===== src/rtl/core/cbc_pkg.sv =====
// ----------------------------------------------------------------------------
// cbc_pkg
// Shared types and constants for the cartridge bank controller.
// ----------------------------------------------------------------------------
package cbc_pkg;

	localparam int unsigned MAX_ROM_BANKS = 512;
	localparam int unsigned MAX_RAM_BANKS = 16;

	localparam int unsigned CFG_IDX_W  = 3;
	localparam int unsigned CFG_DATA_W = 10;

	typedef enum logic [2:0] {
		MK_NONE = 3'd0,
		MK_MBC1 = 3'd1,
		MK_MBC2 = 3'd2,
		MK_MBC3 = 3'd3,
		MK_MBC5 = 3'd4,
		MK_HUC1 = 3'd5
	} mapper_kind_t;

	typedef enum logic [1:0] {
		TGT_NONE  = 2'd0,
		TGT_ROM   = 2'd1,
		TGT_RAM   = 2'd2,
		TGT_CLOCK = 2'd3
	} target_t;

	typedef enum logic [CFG_IDX_W-1:0] {
		CFG_MAPPER_KIND   = 3'd0,
		CFG_ROM_BANK_CNT  = 3'd1,
		CFG_RAM_BANK_CNT  = 3'd2,
		CFG_MBC1_ALT_RULE = 3'd3,
		CFG_RUMBLE_FITTED = 3'd4,
		CFG_RUMBLE_DRIVE  = 3'd5
	} cfg_index_t;

	// clock register selects
	localparam logic [3:0] RTC_SEL_SEC  = 4'h8;
	localparam logic [3:0] RTC_SEL_MIN  = 4'h9;
	localparam logic [3:0] RTC_SEL_HOUR = 4'hA;
	localparam logic [3:0] RTC_SEL_DAY  = 4'hB;
	localparam logic [3:0] RTC_SEL_CTRL = 4'hC;

	localparam logic [3:0] RAM_ENABLE_KEY = 4'hA;

	localparam logic [9:0] ROM_CNT_CAP = 10'(MAX_ROM_BANKS);
	localparam logic [4:0] RAM_CNT_CAP = 5'(MAX_RAM_BANKS);

endpackage


===== src/rtl/core/cartridge_bank_controller.sv =====
// ----------------------------------------------------------------------------
// cartridge_bank_controller
// Decodes cartridge bus accesses, keeps the banking state and translates
// ROM, RAM and clock register accesses for several mapper kinds.
// ----------------------------------------------------------------------------
// One bus access enters on the s_ channel (tuser = op, tdata = address and
// data), one result leaves on the m_ channel (tuser = target, tdata = the
// translated address, write strobe, bytes and rumble status).
// The decode and the bank register update happen in the cycle a word is
// accepted; the result sits in the output register from the next cycle on,
// and one word can be accepted every cycle while m_tready does not stall.
// The output register is the only buffer: s_tready is high while it is
// empty or being drained, so a stall on m_tready stops intake after one
// word and nothing is lost.
// Configuration is written through cfg_wen, cfg_index and cfg_wdata while
// no access is in flight.
// Reset selects MBC1 with two ROM banks and no RAM, ROM bank 1, RAM
// disabled, clock registers and rumble cleared, and an empty output.
// ----------------------------------------------------------------------------
module cartridge_bank_controller (
	input  logic                             clk,
	input  logic                             arst_n,
	input  logic                             cfg_wen,
	input  logic [cbc_pkg::CFG_IDX_W-1:0]    cfg_index,
	input  logic [cbc_pkg::CFG_DATA_W-1:0]   cfg_wdata,
	input  logic                             s_tvalid,
	output logic                             s_tready,
	input  logic [23:0]                      s_tdata,  // address[15:0], data[23:16]
	input  logic                             s_tuser,  // op
	output logic                             m_tvalid,
	input  logic                             m_tready,
	output logic [47:0]                      m_tdata,  // phys_addr[22:0], write_enable[23],
	                                                   // write_data[31:24], read_data[39:32],
	                                                   // rumble[40], rumble_changed[41]
	output logic [1:0]                       m_tuser   // target
);

	// configuration
	logic [2:0]  mapper_kind_q;
	logic [9:0]  rom_bank_count_q;
	logic [4:0]  ram_bank_count_q;
	logic        mbc1_alt_q;
	logic        rumble_fitted_q;
	logic        rumble_drive_q;

	// banking state
	logic [8:0]  rom_bank_q, rom_bank_d;
	logic [3:0]  ram_select_q, ram_select_d;
	logic        ram_on_q, ram_on_d;
	logic        banking_mode_q, banking_mode_d;
	logic [7:0]  rtc_sec_q, rtc_sec_d;
	logic [7:0]  rtc_min_q, rtc_min_d;
	logic [7:0]  rtc_hour_q, rtc_hour_d;
	logic [8:0]  rtc_day_q, rtc_day_d;
	logic [7:0]  rtc_ctrl_q, rtc_ctrl_d;
	logic        last_rumble_q, last_rumble_d;

	// result register
	logic        out_valid_q;
	logic [1:0]  target_q;
	logic [22:0] phys_q;
	logic        we_q;
	logic [7:0]  wd_q;
	logic [7:0]  rd_q;
	logic        rumble_q;
	logic        changed_q;

	// decode
	cbc_pkg::mapper_kind_t kind;
	cbc_pkg::target_t      target_c;
	logic [15:0] addr;
	logic [7:0]  din;
	logic        op;
	logic        accept;
	logic [9:0]  eff_rom;
	logic [4:0]  eff_ram;
	logic        has_ram;
	logic        clock_sel;
	logic [22:0] ram_phys;
	logic [22:0] phys_c;
	logic        we_c;
	logic [7:0]  wd_c;
	logic [7:0]  rd_c;
	logic        changed_c;
	logic        rom_req;
	logic [8:0]  rom_val;
	logic        ram_req;
	logic [3:0]  ram_val;
	logic [4:0]  mbc1_low;
	logic [8:0]  nb;

	assign addr     = s_tdata[15:0];
	assign din      = s_tdata[23:16];
	assign op       = s_tuser;
	assign s_tready = !out_valid_q || m_tready;
	assign accept   = s_tvalid && s_tready;

	assign kind = (mapper_kind_q <= 3'd5) ? cbc_pkg::mapper_kind_t'(mapper_kind_q)
	                                      : cbc_pkg::MK_NONE;
	assign eff_rom  = (rom_bank_count_q < cbc_pkg::ROM_CNT_CAP) ? rom_bank_count_q
	                                                            : cbc_pkg::ROM_CNT_CAP;
	assign eff_ram  = (ram_bank_count_q < cbc_pkg::RAM_CNT_CAP) ? ram_bank_count_q
	                                                            : cbc_pkg::RAM_CNT_CAP;
	assign has_ram  = (eff_ram != 5'd0);
	assign clock_sel = (kind == cbc_pkg::MK_MBC3) && (ram_select_q >= cbc_pkg::RTC_SEL_SEC)
	                   && (ram_select_q <= cbc_pkg::RTC_SEL_CTRL);
	assign ram_phys = {6'd0, ram_select_q, addr[12:0]};

	always_comb begin
		rom_bank_d     = rom_bank_q;
		ram_select_d   = ram_select_q;
		ram_on_d       = ram_on_q;
		banking_mode_d = banking_mode_q;
		rtc_sec_d      = rtc_sec_q;
		rtc_min_d      = rtc_min_q;
		rtc_hour_d     = rtc_hour_q;
		rtc_day_d      = rtc_day_q;
		rtc_ctrl_d     = rtc_ctrl_q;
		last_rumble_d  = last_rumble_q;
		target_c       = cbc_pkg::TGT_NONE;
		phys_c         = '0;
		we_c           = 1'b0;
		wd_c           = '0;
		rd_c           = '0;
		changed_c      = 1'b0;
		rom_req        = 1'b0;
		rom_val        = '0;
		ram_req        = 1'b0;
		ram_val        = '0;
		mbc1_low       = din[4:0];
		nb             = '0;

		if (!addr[15]) begin
			if (!op) begin
				target_c = cbc_pkg::TGT_ROM;
				if (!addr[14]) begin
					phys_c = {7'd0, addr};
				end else begin
					phys_c = {rom_bank_q, addr[13:0]};
				end
			end else if (kind != cbc_pkg::MK_NONE) begin
				unique case (addr[14:13])
					2'd0: begin
						ram_on_d = (din[3:0] == cbc_pkg::RAM_ENABLE_KEY);
					end
					2'd1: begin
						rom_req = 1'b1;
						unique case (kind)
							cbc_pkg::MK_MBC1: begin
								if (mbc1_alt_q) begin
									mbc1_low = (din[4:0] > 5'd15) ? din[4:0] - 5'd8
									                              : din[4:0];
									nb = {4'd0, mbc1_low};
								end else begin
									nb = {1'b0, rom_bank_q[7:5], din[4:0]};
								end
								rom_val = (nb != 9'd0) ? nb : 9'd1;
							end
							cbc_pkg::MK_MBC2: begin
								rom_val = (din != 8'd0) ? {1'b0, din} : 9'd1;
							end
							cbc_pkg::MK_MBC3: begin
								rom_val = (din[6:0] != 7'd0) ? {2'd0, din[6:0]} : 9'd1;
							end
							cbc_pkg::MK_MBC5: begin
								if (!addr[12]) begin
									rom_val = {rom_bank_q[8], din};
								end else begin
									rom_val = {din[0], rom_bank_q[7:0]};
								end
							end
							default: begin
								rom_val = {3'd0, din[5:0]};
							end
						endcase
					end
					2'd2: begin
						unique case (kind)
							cbc_pkg::MK_MBC1: begin
								if (!banking_mode_q) begin
									nb      = {2'd0, din[1:0], rom_bank_q[4:0]};
									rom_req = 1'b1;
									rom_val = (nb != 9'd0) ? nb : 9'd1;
								end else begin
									ram_req = 1'b1;
									ram_val = {2'd0, din[1:0]};
								end
							end
							cbc_pkg::MK_MBC3: begin
								if (din <= 8'd3) begin
									ram_req = 1'b1;
									ram_val = din[3:0];
								end else if (din >= {4'd0, cbc_pkg::RTC_SEL_SEC}
								             && din <= {4'd0, cbc_pkg::RTC_SEL_CTRL}) begin
									ram_select_d = din[3:0];
								end
							end
							cbc_pkg::MK_MBC5: begin
								ram_req = 1'b1;
								ram_val = din[3:0];
								if (rumble_fitted_q) begin
									if (rumble_drive_q && (din[3] != last_rumble_q)) begin
										changed_c     = 1'b1;
										last_rumble_d = din[3];
									end
									ram_val = {1'b0, din[2:0]};
								end
							end
							cbc_pkg::MK_HUC1: begin
								if (!banking_mode_q) begin
									rom_req = 1'b1;
									rom_val = {7'd0, din[1:0]};
								end else begin
									ram_req = 1'b1;
									ram_val = {2'd0, din[1:0]};
								end
							end
							default: begin
							end
						endcase
					end
					default: begin
						if (kind == cbc_pkg::MK_MBC1 || kind == cbc_pkg::MK_HUC1) begin
							banking_mode_d = din[0];
						end
					end
				endcase
			end
		end else if (addr[15:13] == 3'b101) begin
			if (!op) begin
				if (kind == cbc_pkg::MK_MBC3 && !ram_on_q) begin
					rd_c = 8'hFF;
				end else if (clock_sel) begin
					target_c = cbc_pkg::TGT_CLOCK;
					unique case (ram_select_q)
						cbc_pkg::RTC_SEL_SEC:  rd_c = rtc_sec_q;
						cbc_pkg::RTC_SEL_MIN:  rd_c = rtc_min_q;
						cbc_pkg::RTC_SEL_HOUR: rd_c = rtc_hour_q;
						cbc_pkg::RTC_SEL_DAY:  rd_c = rtc_day_q[7:0];
						default:               rd_c = rtc_ctrl_q;
					endcase
				end else if (has_ram) begin
					target_c = cbc_pkg::TGT_RAM;
					phys_c   = ram_phys;
				end
			end else begin
				if (ram_on_q && clock_sel) begin
					target_c = cbc_pkg::TGT_CLOCK;
					wd_c     = din;
					unique case (ram_select_q)
						cbc_pkg::RTC_SEL_SEC:  rtc_sec_d  = din;
						cbc_pkg::RTC_SEL_MIN:  rtc_min_d  = din;
						cbc_pkg::RTC_SEL_HOUR: rtc_hour_d = din;
						cbc_pkg::RTC_SEL_DAY:  rtc_day_d  = {rtc_day_q[8], din};
						default: begin
							rtc_day_d  = {din[0], rtc_day_q[7:0]};
							rtc_ctrl_d = din;
						end
					endcase
				end else if (has_ram && (kind == cbc_pkg::MK_NONE || ram_on_q)) begin
					target_c = cbc_pkg::TGT_RAM;
					phys_c   = ram_phys;
					we_c     = 1'b1;
					wd_c     = (kind == cbc_pkg::MK_MBC2) ? {4'd0, din[3:0]} : din;
				end
			end
		end

		// out-of-range bank numbers leave the bank unchanged
		if (rom_req && ({1'b0, rom_val} < eff_rom)) begin
			rom_bank_d = rom_val;
		end
		if (ram_req && ({1'b0, ram_val} < eff_ram)) begin
			ram_select_d = ram_val;
		end
	end

	always_ff @(posedge clk or negedge arst_n) begin
		if (!arst_n) begin
			mapper_kind_q    <= cbc_pkg::MK_MBC1;
			rom_bank_count_q <= 10'd2;
			ram_bank_count_q <= 5'd0;
			mbc1_alt_q       <= 1'b0;
			rumble_fitted_q  <= 1'b0;
			rumble_drive_q   <= 1'b0;
		end else if (cfg_wen) begin
			unique case (cfg_index)
				cbc_pkg::CFG_MAPPER_KIND:   mapper_kind_q    <= cfg_wdata[2:0];
				cbc_pkg::CFG_ROM_BANK_CNT:  rom_bank_count_q <= cfg_wdata;
				cbc_pkg::CFG_RAM_BANK_CNT:  ram_bank_count_q <= cfg_wdata[4:0];
				cbc_pkg::CFG_MBC1_ALT_RULE: mbc1_alt_q       <= cfg_wdata[0];
				cbc_pkg::CFG_RUMBLE_FITTED: rumble_fitted_q  <= cfg_wdata[0];
				cbc_pkg::CFG_RUMBLE_DRIVE:  rumble_drive_q   <= cfg_wdata[0];
				default: begin
				end
			endcase
		end
	end

	always_ff @(posedge clk or negedge arst_n) begin
		if (!arst_n) begin
			rom_bank_q     <= 9'd1;
			ram_select_q   <= '0;
			ram_on_q       <= 1'b0;
			banking_mode_q <= 1'b0;
			rtc_sec_q      <= '0;
			rtc_min_q      <= '0;
			rtc_hour_q     <= '0;
			rtc_day_q      <= '0;
			rtc_ctrl_q     <= '0;
			last_rumble_q  <= 1'b0;
		end else if (accept) begin
			rom_bank_q     <= rom_bank_d;
			ram_select_q   <= ram_select_d;
			ram_on_q       <= ram_on_d;
			banking_mode_q <= banking_mode_d;
			rtc_sec_q      <= rtc_sec_d;
			rtc_min_q      <= rtc_min_d;
			rtc_hour_q     <= rtc_hour_d;
			rtc_day_q      <= rtc_day_d;
			rtc_ctrl_q     <= rtc_ctrl_d;
			last_rumble_q  <= last_rumble_d;
		end
	end

	always_ff @(posedge clk or negedge arst_n) begin
		if (!arst_n) begin
			out_valid_q <= 1'b0;
		end else if (s_tready) begin
			out_valid_q <= s_tvalid;
		end
	end

	always_ff @(posedge clk) begin
		if (accept) begin
			target_q  <= target_c;
			phys_q    <= phys_c;
			we_q      <= we_c;
			wd_q      <= wd_c;
			rd_q      <= rd_c;
			rumble_q  <= last_rumble_d;
			changed_q <= changed_c;
		end
	end

	assign m_tvalid = out_valid_q;
	assign m_tuser  = target_q;
	assign m_tdata  = {6'd0, changed_q, rumble_q, rd_q, wd_q, we_q, phys_q};

endmodule


===== config.mk =====
export PLATFORM = sky130hd
export DESIGN_NAME = cartridge_bank_controller
export DESIGN_NICKNAME = d
export VERILOG_FILES = /design/src/rtl/core/cbc_pkg.sv /design/src/rtl/core/cartridge_bank_controller.sv
export SDC_FILE = /design/constraint.sdc
export NUM_CORES = 1
export LEC_CHECK = 0
export BUFFER_PORTS_ARGS = -buffer_cell sky130_fd_sc_hd__buf_2
export CAP_MARGIN = 20
export CORE_MARGIN = 10
export CORE_UTILIZATION = 40
export DETAILED_ROUTE_END_ITERATION = 8
export GPL_ROUTABILITY_DRIVEN = 0
export PLACE_DENSITY = 0.6
export SLEW_MARGIN = 5
export SYNTH_ARGS = -nofsm -noshare
export SYNTH_HDL_FRONTEND = slang
export SYNTH_SLANG_ARGS = --single-unit

===== constraint.sdc =====
create_clock -name clk -period 4.3 [get_ports clk]
set_input_delay 0.43 -clock clk [delete_from_list [all_inputs] [get_ports clk]]
set_output_delay 0.43 -clock clk [all_outputs]
set_load 0.01 [all_outputs]

# == Word-level counts from Yosys, hierarchy flattened ==
# Index checks and enable logic that the tools add are counted.
# classes
reduce_logical,52
div,0
n_eq_ne,21
order_cmp,11
shifts,0
addsub,1
n_mux,87
n_bitwise,10
multipliers,0
# ops
operator,n
2-to-1 mux 23 bit,5
2-to-1 mux 9 bit,10
2-to-1 mux 17 bit,5
2-to-1 mux 4 bit,14
2-to-1 mux 8 bit,7
one-hot mux 9 bit (4 select lines),1
one-hot mux 8 bit (4 select lines),1
AND reduction 6 bit,5
2-to-1 mux 1 bit,21
2-to-1 mux 7 bit,3
"equality test 4 bit, second input constant",5
2-to-1 mux 2 bit,10
one-hot mux 9 bit (2 select lines),1
one-hot mux 8 bit (2 select lines),1
"equality test 3 bit, second input constant",5
one-hot mux 7 bit (2 select lines),1
AND reduction 2 bit,7
nonzero test 7 bit,2
"equality test 3 x 2 -> 1 bit, second input constant",4
one-hot mux 4 bit (3 select lines),1
logical AND 1 bit,10
"less-than comparator 10 bit, second input constant",1
less-than comparator 9 x 10 -> 1 bit,1
2-to-1 mux 10 bit,1
37 further kinds,60
# totals
in_bits,43
rom_bits,0
memories,0
out_inout_bits,52
ramBits,0
regBits,122
latch_bits,0

# == Depth between registers and ports, before layout ==
# Gate-level depths: netlist of run 1.
# depth
depth_word,18
mapped_depth,14
ltp_nobuf,14

# == Worst setup path after synthesis of run 1 ==
# OpenSTA, ideal clock, no wires.
# synth_timing
path_type,register to register
startpoint,register mapper_kind_q[0]
endpoint,register rom_bank_q[1]
path_stages_with_launch,15
t_arrival_ns,3.308
setup_time_ns,0.125
path_buffers,1
synth_period_minus_slack_ns,3.433
setup_slack_ns,0.867
cell_sequence,dfstp_2 buf_2 or3b_2 a21oi_1 nand2_1 nor2_1 a211oi_1 nor2_1 ha_1 a21oi_1 o21ai_0 a2111oi_4 and2_1 a31oi_4 mux2_2
# synth_between
elab_chain_cells,11
# synth_lines
element,line_no,source
start: declaration,cartridge_bank_controller.sv:39,logic [2:0] mapper_kind_q;
start signal: assignment,cartridge_bank_controller.sv:280,mapper_kind_q <= cbc_pkg::MK_MBC1;
start signal: assignment,cartridge_bank_controller.sv:288,cbc_pkg::CFG_MAPPER_KIND: mapper_kind_q <= cfg_wdata[2:0];
<= comparator 3 bit,cartridge_bank_controller.sv:98,assign kind = (mapper_kind_q <= 3'd5) ? cbc_pkg::mapper_kind_t'(mapper_kind_q)
2-to-1 mux 3 bit (*),cartridge_bank_controller.sv:98,
"equality test 3 bit, or another cell as far along",cartridge_bank_controller.sv:148,unique case (kind)
one-hot mux 9 bit (4 select lines) or one-hot mux 7 bit (2 select lines) (tied branches),"cartridge_bank_controller.sv:148, cartridge_bank_controller.sv:178",
one-hot mux 9 bit (2 select lines),cartridge_bank_controller.sv:142,unique case (addr[14:13])
2-to-1 mux 9 bit (*),cartridge_bank_controller.sv:141,end else if (kind != cbc_pkg::MK_NONE) begin
2-to-1 mux 9 bit (*),cartridge_bank_controller.sv:134,if (!op) begin
2-to-1 mux 9 bit (*),cartridge_bank_controller.sv:133,if (!addr[15]) begin
named net rom_val[5],cartridge_bank_controller.sv:86,logic [8:0] rom_val;
less-than comparator 9 x 10 -> 1 bit (*),cartridge_bank_controller.sv:270,"if (rom_req && ({1'b0, rom_val} < eff_rom)) begin"
logical AND 1 bit (*),cartridge_bank_controller.sv:270,
AND reduction 2 bit (no source line) (*),n/a,
end signal: assignment,cartridge_bank_controller.sv:313,rom_bank_q <= rom_bank_d;
end: declaration,cartridge_bank_controller.sv:47,"logic [8:0] rom_bank_q, rom_bank_d;"
# The timed path passes the listed nets; every way through them passes the cells marked *.
# A chain may end at the register's enable or synchronous reset.

# == Final worst setup path of run 1 ==
# layout_timing
startpoint,register mapper_kind_q[0]
endpoint,register rom_bank_q[2]
# layout_between
elab_chain_cells,11
# layout_lines
element,line_no
<= comparator 3 bit,cartridge_bank_controller.sv:98
2-to-1 mux 3 bit (*),cartridge_bank_controller.sv:98
"equality test 3 bit, or another cell as far along",cartridge_bank_controller.sv:148
one-hot mux 9 bit (4 select lines),cartridge_bank_controller.sv:148
one-hot mux 9 bit (2 select lines),cartridge_bank_controller.sv:142
2-to-1 mux 9 bit (*),cartridge_bank_controller.sv:141
2-to-1 mux 9 bit (*),cartridge_bank_controller.sv:134
2-to-1 mux 9 bit (*),cartridge_bank_controller.sv:133
named net rom_val[7],cartridge_bank_controller.sv:86
less-than comparator 9 x 10 -> 1 bit (*),cartridge_bank_controller.sv:270
logical AND 1 bit (*),cartridge_bank_controller.sv:270
AND reduction 2 bit (no source line) (*),n/a
# Marks and branches as above.

==> flow_summary.yaml, run 1 <==
clock_network:
  clock-sinks: 122
  post_cts_resized: 0
  clk_path_buf_depth: 2
  post-cts-setup-buffers: 0
  cts_tree: "yes"
  hold_buffers: 0
  cts_buffers: 17
  cts_root_buffer: "clkbuf_16"
  htree_num_levels: 4
  clkTransAtPathRegs_ns: 0.05
  insertion_delay_ns: 0.41
yosys:
  syn_avg_cell_area_um2: 11.6
  yosysSeqAreaShare_pct: 51.4
  synthCells: 550
  synth_edf_count: 44
  synth-async-reset-ratio_pct: 63.9
  synth_seq_cells: 122
  dominantRegCellSynth: "dfrtp_1"
  netlist_area_um2: 6380
  ys_types: 74
  yosys_warnings: 0
power_and_ir_drop:
  total_power_mw: 3.10
  clkPwrFrac_pct: 42.2
  power_density_nw_per_um2: 412
  comb_power_share_pct: 13.7
  sw_frac_of_total_pct: 25.6
  irDropWorstVdd_mv: 0.292
  p_leak_nw: 3.29
  p_int_mw: 2.31
  p_switching_mw: 0.794
  power_frac_seq_pct: 44.1
grt:
  grt_pass1_wl_um: 26400
  grt_antenna_before_repair: 2
  grt_max_degree: 79
  grtUsageTotal_pct: 15.4
  grt_pass1_vias: 4776
  grt.overflow.total: 0
detailed_routing:
  drt.antenna.violating_nets: 0
  wire_per_inst_um: 18.8
  vias_per_cell: 5.36
  drtPass1Iterations: 5
  drt_iter0_drc: 353
  drt_wl_total_um: 16200
  via_count: 4621
  drc: 0
status:
  status: "completed"
sta:
  finalSetupTns_ns: 0
  slew_violations: 0
  tightest_slew_ns: 1.00
  fmax_ghz: 0.257
  hold_viol: 0
  fin_worst_skew_ns: 0.00912
  period_share_pct: 90.4
  fin_crit_ns: 3.89
  setup_viol: 0
  maxSlewHeadroom_pct: 33.3
  rsz0062_at_grt: "false"
floorplanning:
  core_um2: 15800
  fp-row-count: 46
  die_h_um: 146
  ios: 95
  die_area_um2: 21400
  initial_core_util_pct: 40.5
  chipWidth_um: 146
critical_path:
  path_cells: "or3_1, a21boi_1, nand3_1, nor3_1, ha_1, a211oi_1, nor3_1, a2111oi_4, and2_1, a31oi_4, mux2_2"
  worstPathRequired_ns: 4.59
  crit_slowest_cell: "dfstp_2"
  cp-end-kind: "register"
  crit_top_cell: "nor3_1"
  cp_max_fo: 17
  arrival_ns: 4.18
  crit_type: "reg -> reg"
  max_stage_delay_ns: 0.70
  start_kind: "register"
placed_design:
  place_hpwl_um: 11500
  place.port_buffers: 88
  numPlacedInstances: 829
layout:
  final_layout_size_suffix_gt1_share_pct: 33.3
  final_nets: 692
  layout.cells.non_filler: 862
  post-route-util_pct: 47.8
  syn_to_final_growth_pct: 18.1
  fill_cells: 1480
  num_antenna_cells: 0
min_path:
  hold_class: "in -> async"
flow_run:
  cap_violations: 0
## layout by cell type, fill, tap and decap left out, types with 10 or more instances in the layout
cell type,netlist,layout
and3_1,10,10
edfxtp_1,44,44
a21oi_1,33,33
o21ai_0,21,21
buf_2,8,87
ha_1,16,16
nor2_1,26,26
mux2_2,69,69
nand2b_1,20,20
nor2b_1,12,12
clkbuf_16,0,17
nand2_1,31,31
inv_1,10,10
and2_1,28,27
dfrtp_1,75,75
mux2i_1,11,11
## state kept, by name, summed over array words and instances (netlist names), 2 cells and up
signal	flops
m_tuser	2
rom_bank_count_q	10
rtc_min_q	8
ram_select_q	4
rtc_ctrl_q	8
phys_q	23
wd_q	8
rtc_day_q	8
rtc_sec_q	8
mapper_kind_q	3
ram_bank_count_q	5
rd_q	8
rom_bank_q	9
rtc_hour_q	8
## layer usage
layer	GRT usage, %	part of all wire (%)
met1	20.1	46
met2	23.1	45
met3	4.98	7.6
met4	6.11	1.8
met5	0	0.080
## critical path, delay by kind of cell, from the launching register on
kind            cells  cell delay [ns]
mux                 1             0.33
fa+ha+maj           1             0.30
simple gates        5             1.28
compound gates      4             1.16
flops               1             0.70
## cell type report
class	instances	area [um^2]	area share, %
clock inverter	8	70.1	0.929
tap	216	270	3.59
inverter	10	37.5	0.498
sequential	122	3280	43.5
timing repair buffer	95	495	6.57
clock buffer	24	482	6.39
multi-input combinational	387	2910	38.6
## per-stage QoR
| stage | setup slack, ns | area [um^2] | hold WS, ns |
|---|---|---|---|
| after floorplan | 0.867 | 6400 | 0.134 |
| after global placement | 0.593 | 6980 | 0.470 |
| after detailed placement | 0.424 | 6980 | 0.480 |
| after CTS | 0.396 | 7530 | 0.226 |
| after global routing | 0.000951 | 7540 | 0.245 |
| final | 0.412 | 7540 | 0.184 |
## cell usage after synthesis, types with 3 or more instances
cell	n	area share (%)
nand4_1	5	0.49
buf_2	8	0.63
dfstp_2	3	1.2
buf_4	9	1.1
a22o_1	5	0.69
clkbuf_1	14	0.82
nand3_1	6	0.47
nor2_1	26	1.5
mux2i_1	11	1.7
edfxtp_1	44	21
nor3_1	7	0.55
nor2b_1	12	1.2
nand2b_1	20	2.0
a21oi_1	33	2.6
dfrtp_1	75	29
o21ai_0	21	1.6
and2_1	28	2.7
buf_1	4	0.24
mux2_2	69	12
a22oi_1	3	0.35
o22a_1	8	1.1
inv_1	10	0.59
and3_1	10	0.98
nand2_1	31	1.8
nor4_1	8	0.78
a211oi_1	3	0.35
ha_1	16	3.1
nand3b_1	4	0.47
## worst paths after layout
kind | depth (start not counted) | endpoint | startpoint | slack [ns]
setup / recovery | 11 | rom_bank_q[2] | mapper_kind_q[0] | 0.41
hold / removal | 1 | rom_bank_q[7] | arst_n | 0.18
setup reg to reg | 11 | rom_bank_q[2] | mapper_kind_q[0] | 0.41
hold reg to reg | 2 | rtc_hour_q[1] | rtc_hour_q[1] | 0.50
max in group asynchronous | 1 | m_tvalid | arst_n | 3.47
min in group clk | 2 | rom_bank_count_q[6] | cfg_wdata[6] | 0.25
## power groups by stage
| stage | logic, mW | clock network, mW | registers (mW) |
|---|---|---|---|
| global route | 0.477 | 1.40 | 1.38 |
| floorplan | 0.298 | 0 | 1.36 |
| CTS | 0.428 | 1.34 | 1.37 |
| finish | 0.427 | 1.31 | 1.37 |
| detailed placement | 0.425 | 0 | 1.39 |
| global placement | 0.418 | 0 | 1.38 |
## kinds of logic after synthesis
logic type | share of synthesized area [%]
flops | 51.4
other cells | 0.0588
mux | 14.4
simple gates | 16.2
fa+ha+maj | 3.14
xor+xnor | 0.275
buf+inv | 3.51
compound gates | 11.1
Note: power is estimated with default switching activity, not from simulation.
==> inputs of run 2 (changes only) <==
BUFFER_PORTS_ARGS = -buffer_cell sky130_fd_sc_hd__buf_4   (was -buffer_cell sky130_fd_sc_hd__buf_2)
==> flow_summary.yaml, run 2 (synthesized netlist as in run 1, its figures left out) <==
clock_network:
  hold_buffers: 1
  post-cts-setup-buffers: 0
  cts_tree: "yes"
  post_cts_resized: 0
  htree_num_levels: 4
  clock-sinks: 122
  cts_root_buffer: "clkbuf_16"
  clkTransAtPathRegs_ns: 0.05
  insertion_delay_ns: 0.42
  clk_path_buf_depth: 2
  cts_buffers: 17
critical_path:
  cp-end-kind: "register"
  arrival_ns: 4.26
  crit_top_cell: "nor3_1"
  crit_type: "reg -> reg"
  max_stage_delay_ns: 0.71
  cp_max_fo: 17
  start_kind: "register"
  worstPathRequired_ns: 4.60
  crit_slowest_cell: "dfstp_2"
  path_cells: "or3_1, a21boi_1, nand3_1, nor3_1, ha_1, a211oi_1, nor3_1, a2111oi_4, and2_1, a31oi_4, mux2_2"
floorplanning:
  die_area_um2: 21400
  ios: 95
  fp-row-count: 46
  die_h_um: 146
  chipWidth_um: 146
  core_um2: 15800
  initial_core_util_pct: 40.5
layout:
  largest_register_ffs: 23
  syn_to_final_growth_pct: 23.0
  layout_commonest_cell: "buf_4"
  num_antenna_cells: 0
  largestRegisters: "phys_q (23), rom_bank_count_q (10), rom_bank_q (9)"
  regMostFlops: "phys_q"
  final_nets: 694
  final_layout_size_suffix_gt1_share_pct: 33.3
  mostFrequentLayoutCells: "95 x buf_4, 75 x dfrtp_1, 69 x mux2_2"
detailed_routing:
  drt_iter0_drc: 330
  drt_wl_total_um: 16200
  vias_per_cell: 5.38
  drc: 0
  drtPass1Iterations: 5
  via_count: 4648
  drt.antenna.violating_nets: 0
  wire_per_inst_um: 18.7
flow_run:
  cap_violations: 0
sta:
  fin_crit_ns: 3.96
  hold_viol: 0
  fin_worst_skew_ns: 0.00770
  tightest_slew_ns: 0.862
  period_share_pct: 92.1
  fmax_ghz: 0.253
  slew_violations: 0
  maxSlewHeadroom_pct: 41.7
  rsz0062_at_grt: "false"
  setup_viol: 0
  finalSetupTns_ns: 0
power_and_ir_drop:
  power_density_nw_per_um2: 424
  p_leak_nw: 3.40
  irDropWorstVdd_mv: 0.257
  total_power_mw: 3.33
grt:
  grt_antenna_before_repair: 0
  grt_max_degree: 48
  grtUsageTotal_pct: 15.0
  grt_pass1_vias: 4653
  grt.overflow.total: 0
  grt_pass1_wl_um: 25800
placed_design:
  place_hpwl_um: 11600
  place.port_buffers: 88
status:
  status: "completed"
min_path:
  hold_class: "in -> reg"
[run 2: cell types whose count changed in the layout (fill, tap and decap cells not counted), sizes merged]
| cell | previous run | this run |
|---|---|---|
| bufinv | 1 | 4 |
| clkinv | 6 | 2 |
| buf | 94 | 95 |
| clkbuf | 25 | 26 |
| dlygate4sd3 | 0 | 1 |
[run 2: critical path, delay by kind of cell (launching register included)]
family                     cells  cell delay, ns
adders and majority gates      1            0.30
and+or+nand+nor                5            1.33
AOI/OAI and AO/OA              4            1.17
muxes                          1            0.34
DFF                            1            0.71
[run 2: per-layer routing]
metal	global-route usage [%]	wire, um
met5	0	0
met4	5.96	306
met3	4.45	1100
met2	22.0	7150
met1	20.1	7640
[run 2: metrics by stage]
stage / instance area (um^2) / utilization, % / instances / hold slack, ns / setup WS (ns)
after global placement: 7200 / 45.7 / 830 / 0.409 / 0.611
final: 7850 / 49.8 / 864 / 0.249 / 0.341
after detailed placement: 7200 / 45.7 / 830 / 0.414 / 0.365
after global routing: 7850 / 49.8 / 864 / 0.239 / 0.105
after floorplan: 6400 / - / 555 / 0.134 / 0.867
after CTS: 7850 / 49.8 / 863 / 0.236 / 0.329
[run 2: path summary, 6_finish.rpt]
path                                   from  depth (start not counted)  slack (ns)                   to
min reg2reg                   rtc_hour_q[1]                          2        0.49        rtc_hour_q[1]
min                            cfg_wdata[8]                          2        0.25  rom_bank_count_q[8]
max reg2reg                mapper_kind_q[0]                         11        0.34        rom_bank_q[4]
max in group asynchronous            arst_n                          3        2.87        rtc_hour_q[7]
max                        mapper_kind_q[0]                         11        0.34        rom_bank_q[4]
min in group asynchronous            arst_n                          2        0.51  rom_bank_count_q[9]
[run 2: layout make-up]
cell class | instances | area [um^2]
Clock buffer | 25 | 495
Clock inverter | 7 | 136
Fill cell | 1444 | 7920
Inverter | 10 | 37.5
Multi-Input combinational cell | 387 | 2910
Sequential cell | 122 | 3280
Tap cell | 216 | 270
Timing Repair Buffer | 97 | 728
[run 2: power breakdown]
group	switching [mW]	internal [mW]
combinational	0.250	0.202
sequential	0.0731	1.30
clock	0.480	1.03
total	0.803	2.53
==> inputs of run 3 (changes only) <==
==> constraint.sdc (replaced) <==
create_clock -name clk -period 4.3 [get_ports clk]
set_input_delay 0.86 -clock clk [delete_from_list [all_inputs] [get_ports clk]]
set_output_delay 0.86 -clock clk [all_outputs]
set_load 0.01 [all_outputs]
==> flow_summary.yaml, run 3 (synthesized netlist as in run 1, its figures left out) <==
layout:
  num_antenna_cells: 0
  final_nets: 696
  layout_commonest_cell: "buf_4"
  fin_area_um2: 7780
  regMostFlops: "phys_q"
  final_layout_size_suffix_gt1_share_pct: 33.5
  syn_to_final_growth_pct: 22.0
  largest_register_ffs: 23
  largestRegisters: "phys_q (23), rom_bank_count_q (10), rom_bank_q (9)"
  mostFrequentLayoutCells: "98 x buf_4, 75 x dfrtp_1, 69 x mux2_2"
  layout.cells.non_filler: 866
detailed_routing:
  drt_wl_total_um: 16300
  drtPass1Iterations: 5
  wire_per_inst_um: 18.8
  vias_per_cell: 5.39
  drc: 0
  via_count: 4667
  drt_iter0_drc: 421
  drt.antenna.violating_nets: 0
placed_design:
  place.port_buffers: 88
  placed_area_um2: 7230
  numPlacedInstances: 833
  place_hpwl_um: 11800
critical_path:
  max_stage_delay_ns: 0.56
  crit_top_cell: "nor3_1"
  path_cells: "or3_1, a21boi_1, nand3_1, nor3_1, ha_1, a211oi_1, nor3_1, a2111oi_4, and2_1, a31oi_4, mux2_2"
  crit_slowest_cell: "dfstp_2"
  cp_max_fo: 9
  crit_type: "reg -> reg"
  worstPathRequired_ns: 4.59
  start_kind: "register"
  arrival_ns: 4.10
  cp-end-kind: "register"
power_and_ir_drop:
  total_power_mw: 3.14
  irDropWorstVdd_mv: 0.275
  sw_frac_of_total_pct: 25.5
  power_frac_seq_pct: 43.1
  comb_power_share_pct: 15.1
  p_leak_nw: 3.37
  clkPwrFrac_pct: 41.8
  p_switching_mw: 0.802
  power_density_nw_per_um2: 404
  p_int_mw: 2.34
grt:
  grt_pass1_vias: 4743
  grt_pass1_wl_um: 26100
  grt_max_degree: 55
  grt.overflow.total: 0
  grtUsageTotal_pct: 15.2
  grt_antenna_before_repair: 0
min_path:
  hold_class: "reg -> reg"
floorplanning:
  chipWidth_um: 146
  initial_core_util_pct: 40.5
  fp-row-count: 46
  ios: 95
  core_um2: 15800
  die_h_um: 146
  die_area_um2: 21400
clock_network:
  clkTransAtPathRegs_ns: 0.05
  htree_num_levels: 4
  hold_buffers: 0
  post_cts_resized: 0
  insertion_delay_ns: 0.41
  cts_buffers: 17
  post-cts-setup-buffers: 0
  cts_tree: "yes"
  cts_root_buffer: "clkbuf_16"
  clock-sinks: 122
  clk_path_buf_depth: 2
sta:
  period_share_pct: 88.5
  hold_viol: 0
  slew_violations: 0
  fmax_ghz: 0.263
  rsz0062_at_grt: "false"
  finalSetupTns_ns: 0
  fin_crit_ns: 3.80
  fin_worst_skew_ns: 0.00785
  tightest_slew_ns: 0.820
  maxSlewHeadroom_pct: 44.6
  setup_viol: 0
status:
  status: "completed"
flow_run:
  cap_violations: 0
[run 3: cell count changes in the layout (fill, tap and decap cells not counted)]
cell,delta
buf_4,+3
bufinv_16,-3
buf_2,+1
clkbuf_1,+1
clkbuf_2,-1
clkbuf_8,-1
clkinv_2,+1
clkinv_4,+1
clkinvlp_4,+1
dlygate4sd3_1,-1
[run 3: path summary, 6_finish.rpt]
kind                                       start                  end  slack, ns  cells after the start
worst max-delay path            mapper_kind_q[0]        rom_bank_q[1]       0.50                     11
worst min-delay path               rtc_hour_q[1]        rtc_hour_q[1]       0.49                      2
worst max register to register  mapper_kind_q[0]        rom_bank_q[1]       0.50                     11
worst min register to register     rtc_hour_q[1]        rtc_hour_q[1]       0.49                      2
max in group asynchronous                 arst_n        rtc_hour_q[1]       2.98                      2
min in group asynchronous                 arst_n  rom_bank_count_q[8]       0.50                      1
[run 3: layout make-up]
cell class | count | area, um^2
Clock buffer | 25 | 485
Clock inverter | 7 | 67.6
Fill cell | 1420 | 7990
Inverter | 10 | 37.5
Multi-Input combinational cell | 387 | 2910
Sequential cell | 122 | 3280
Tap cell | 216 | 270
Timing Repair Buffer | 99 | 741
[run 3: critical path: cells and delay by family, from the launching register on]
kind | cells | cell delay, ns
adders and majority gates | 1 | 0.31
DFF | 1 | 0.56
and+or+nand+nor | 5 | 1.31
AOI/OAI and AO/OA | 4 | 1.17
muxes | 1 | 0.34
[run 3: through the flow]
step                      hold slack, ns  setup slack (ns)  utilization (%)
after detailed placement           0.484             0.279             45.8
final                              0.490             0.496             49.4
after floorplan                    0.449             0.543                -
after global routing               0.508             0.244             49.4
after CTS                          0.496             0.509             49.3
after global placement             0.474             0.357             45.8
[run 3: layer usage]
metal,routed length (um),GRT usage [%],up-vias
li1,-,-,2185
met1,7710,20.3,2251
met2,7010,21.9,193
met3,1110,4.30,38
met4,459,8.01,0
met5,0,0,-
[run 3: power by group through the flow]
stage               clock (mW)  sequential (mW)  combinational (mW)
floorplan                    0             1.36               0.298
global placement             0             1.37               0.464
detailed placement           0             1.38               0.470
CTS                       1.35             1.35               0.472
global route              1.40             1.37               0.520
finish                    1.31             1.35               0.473
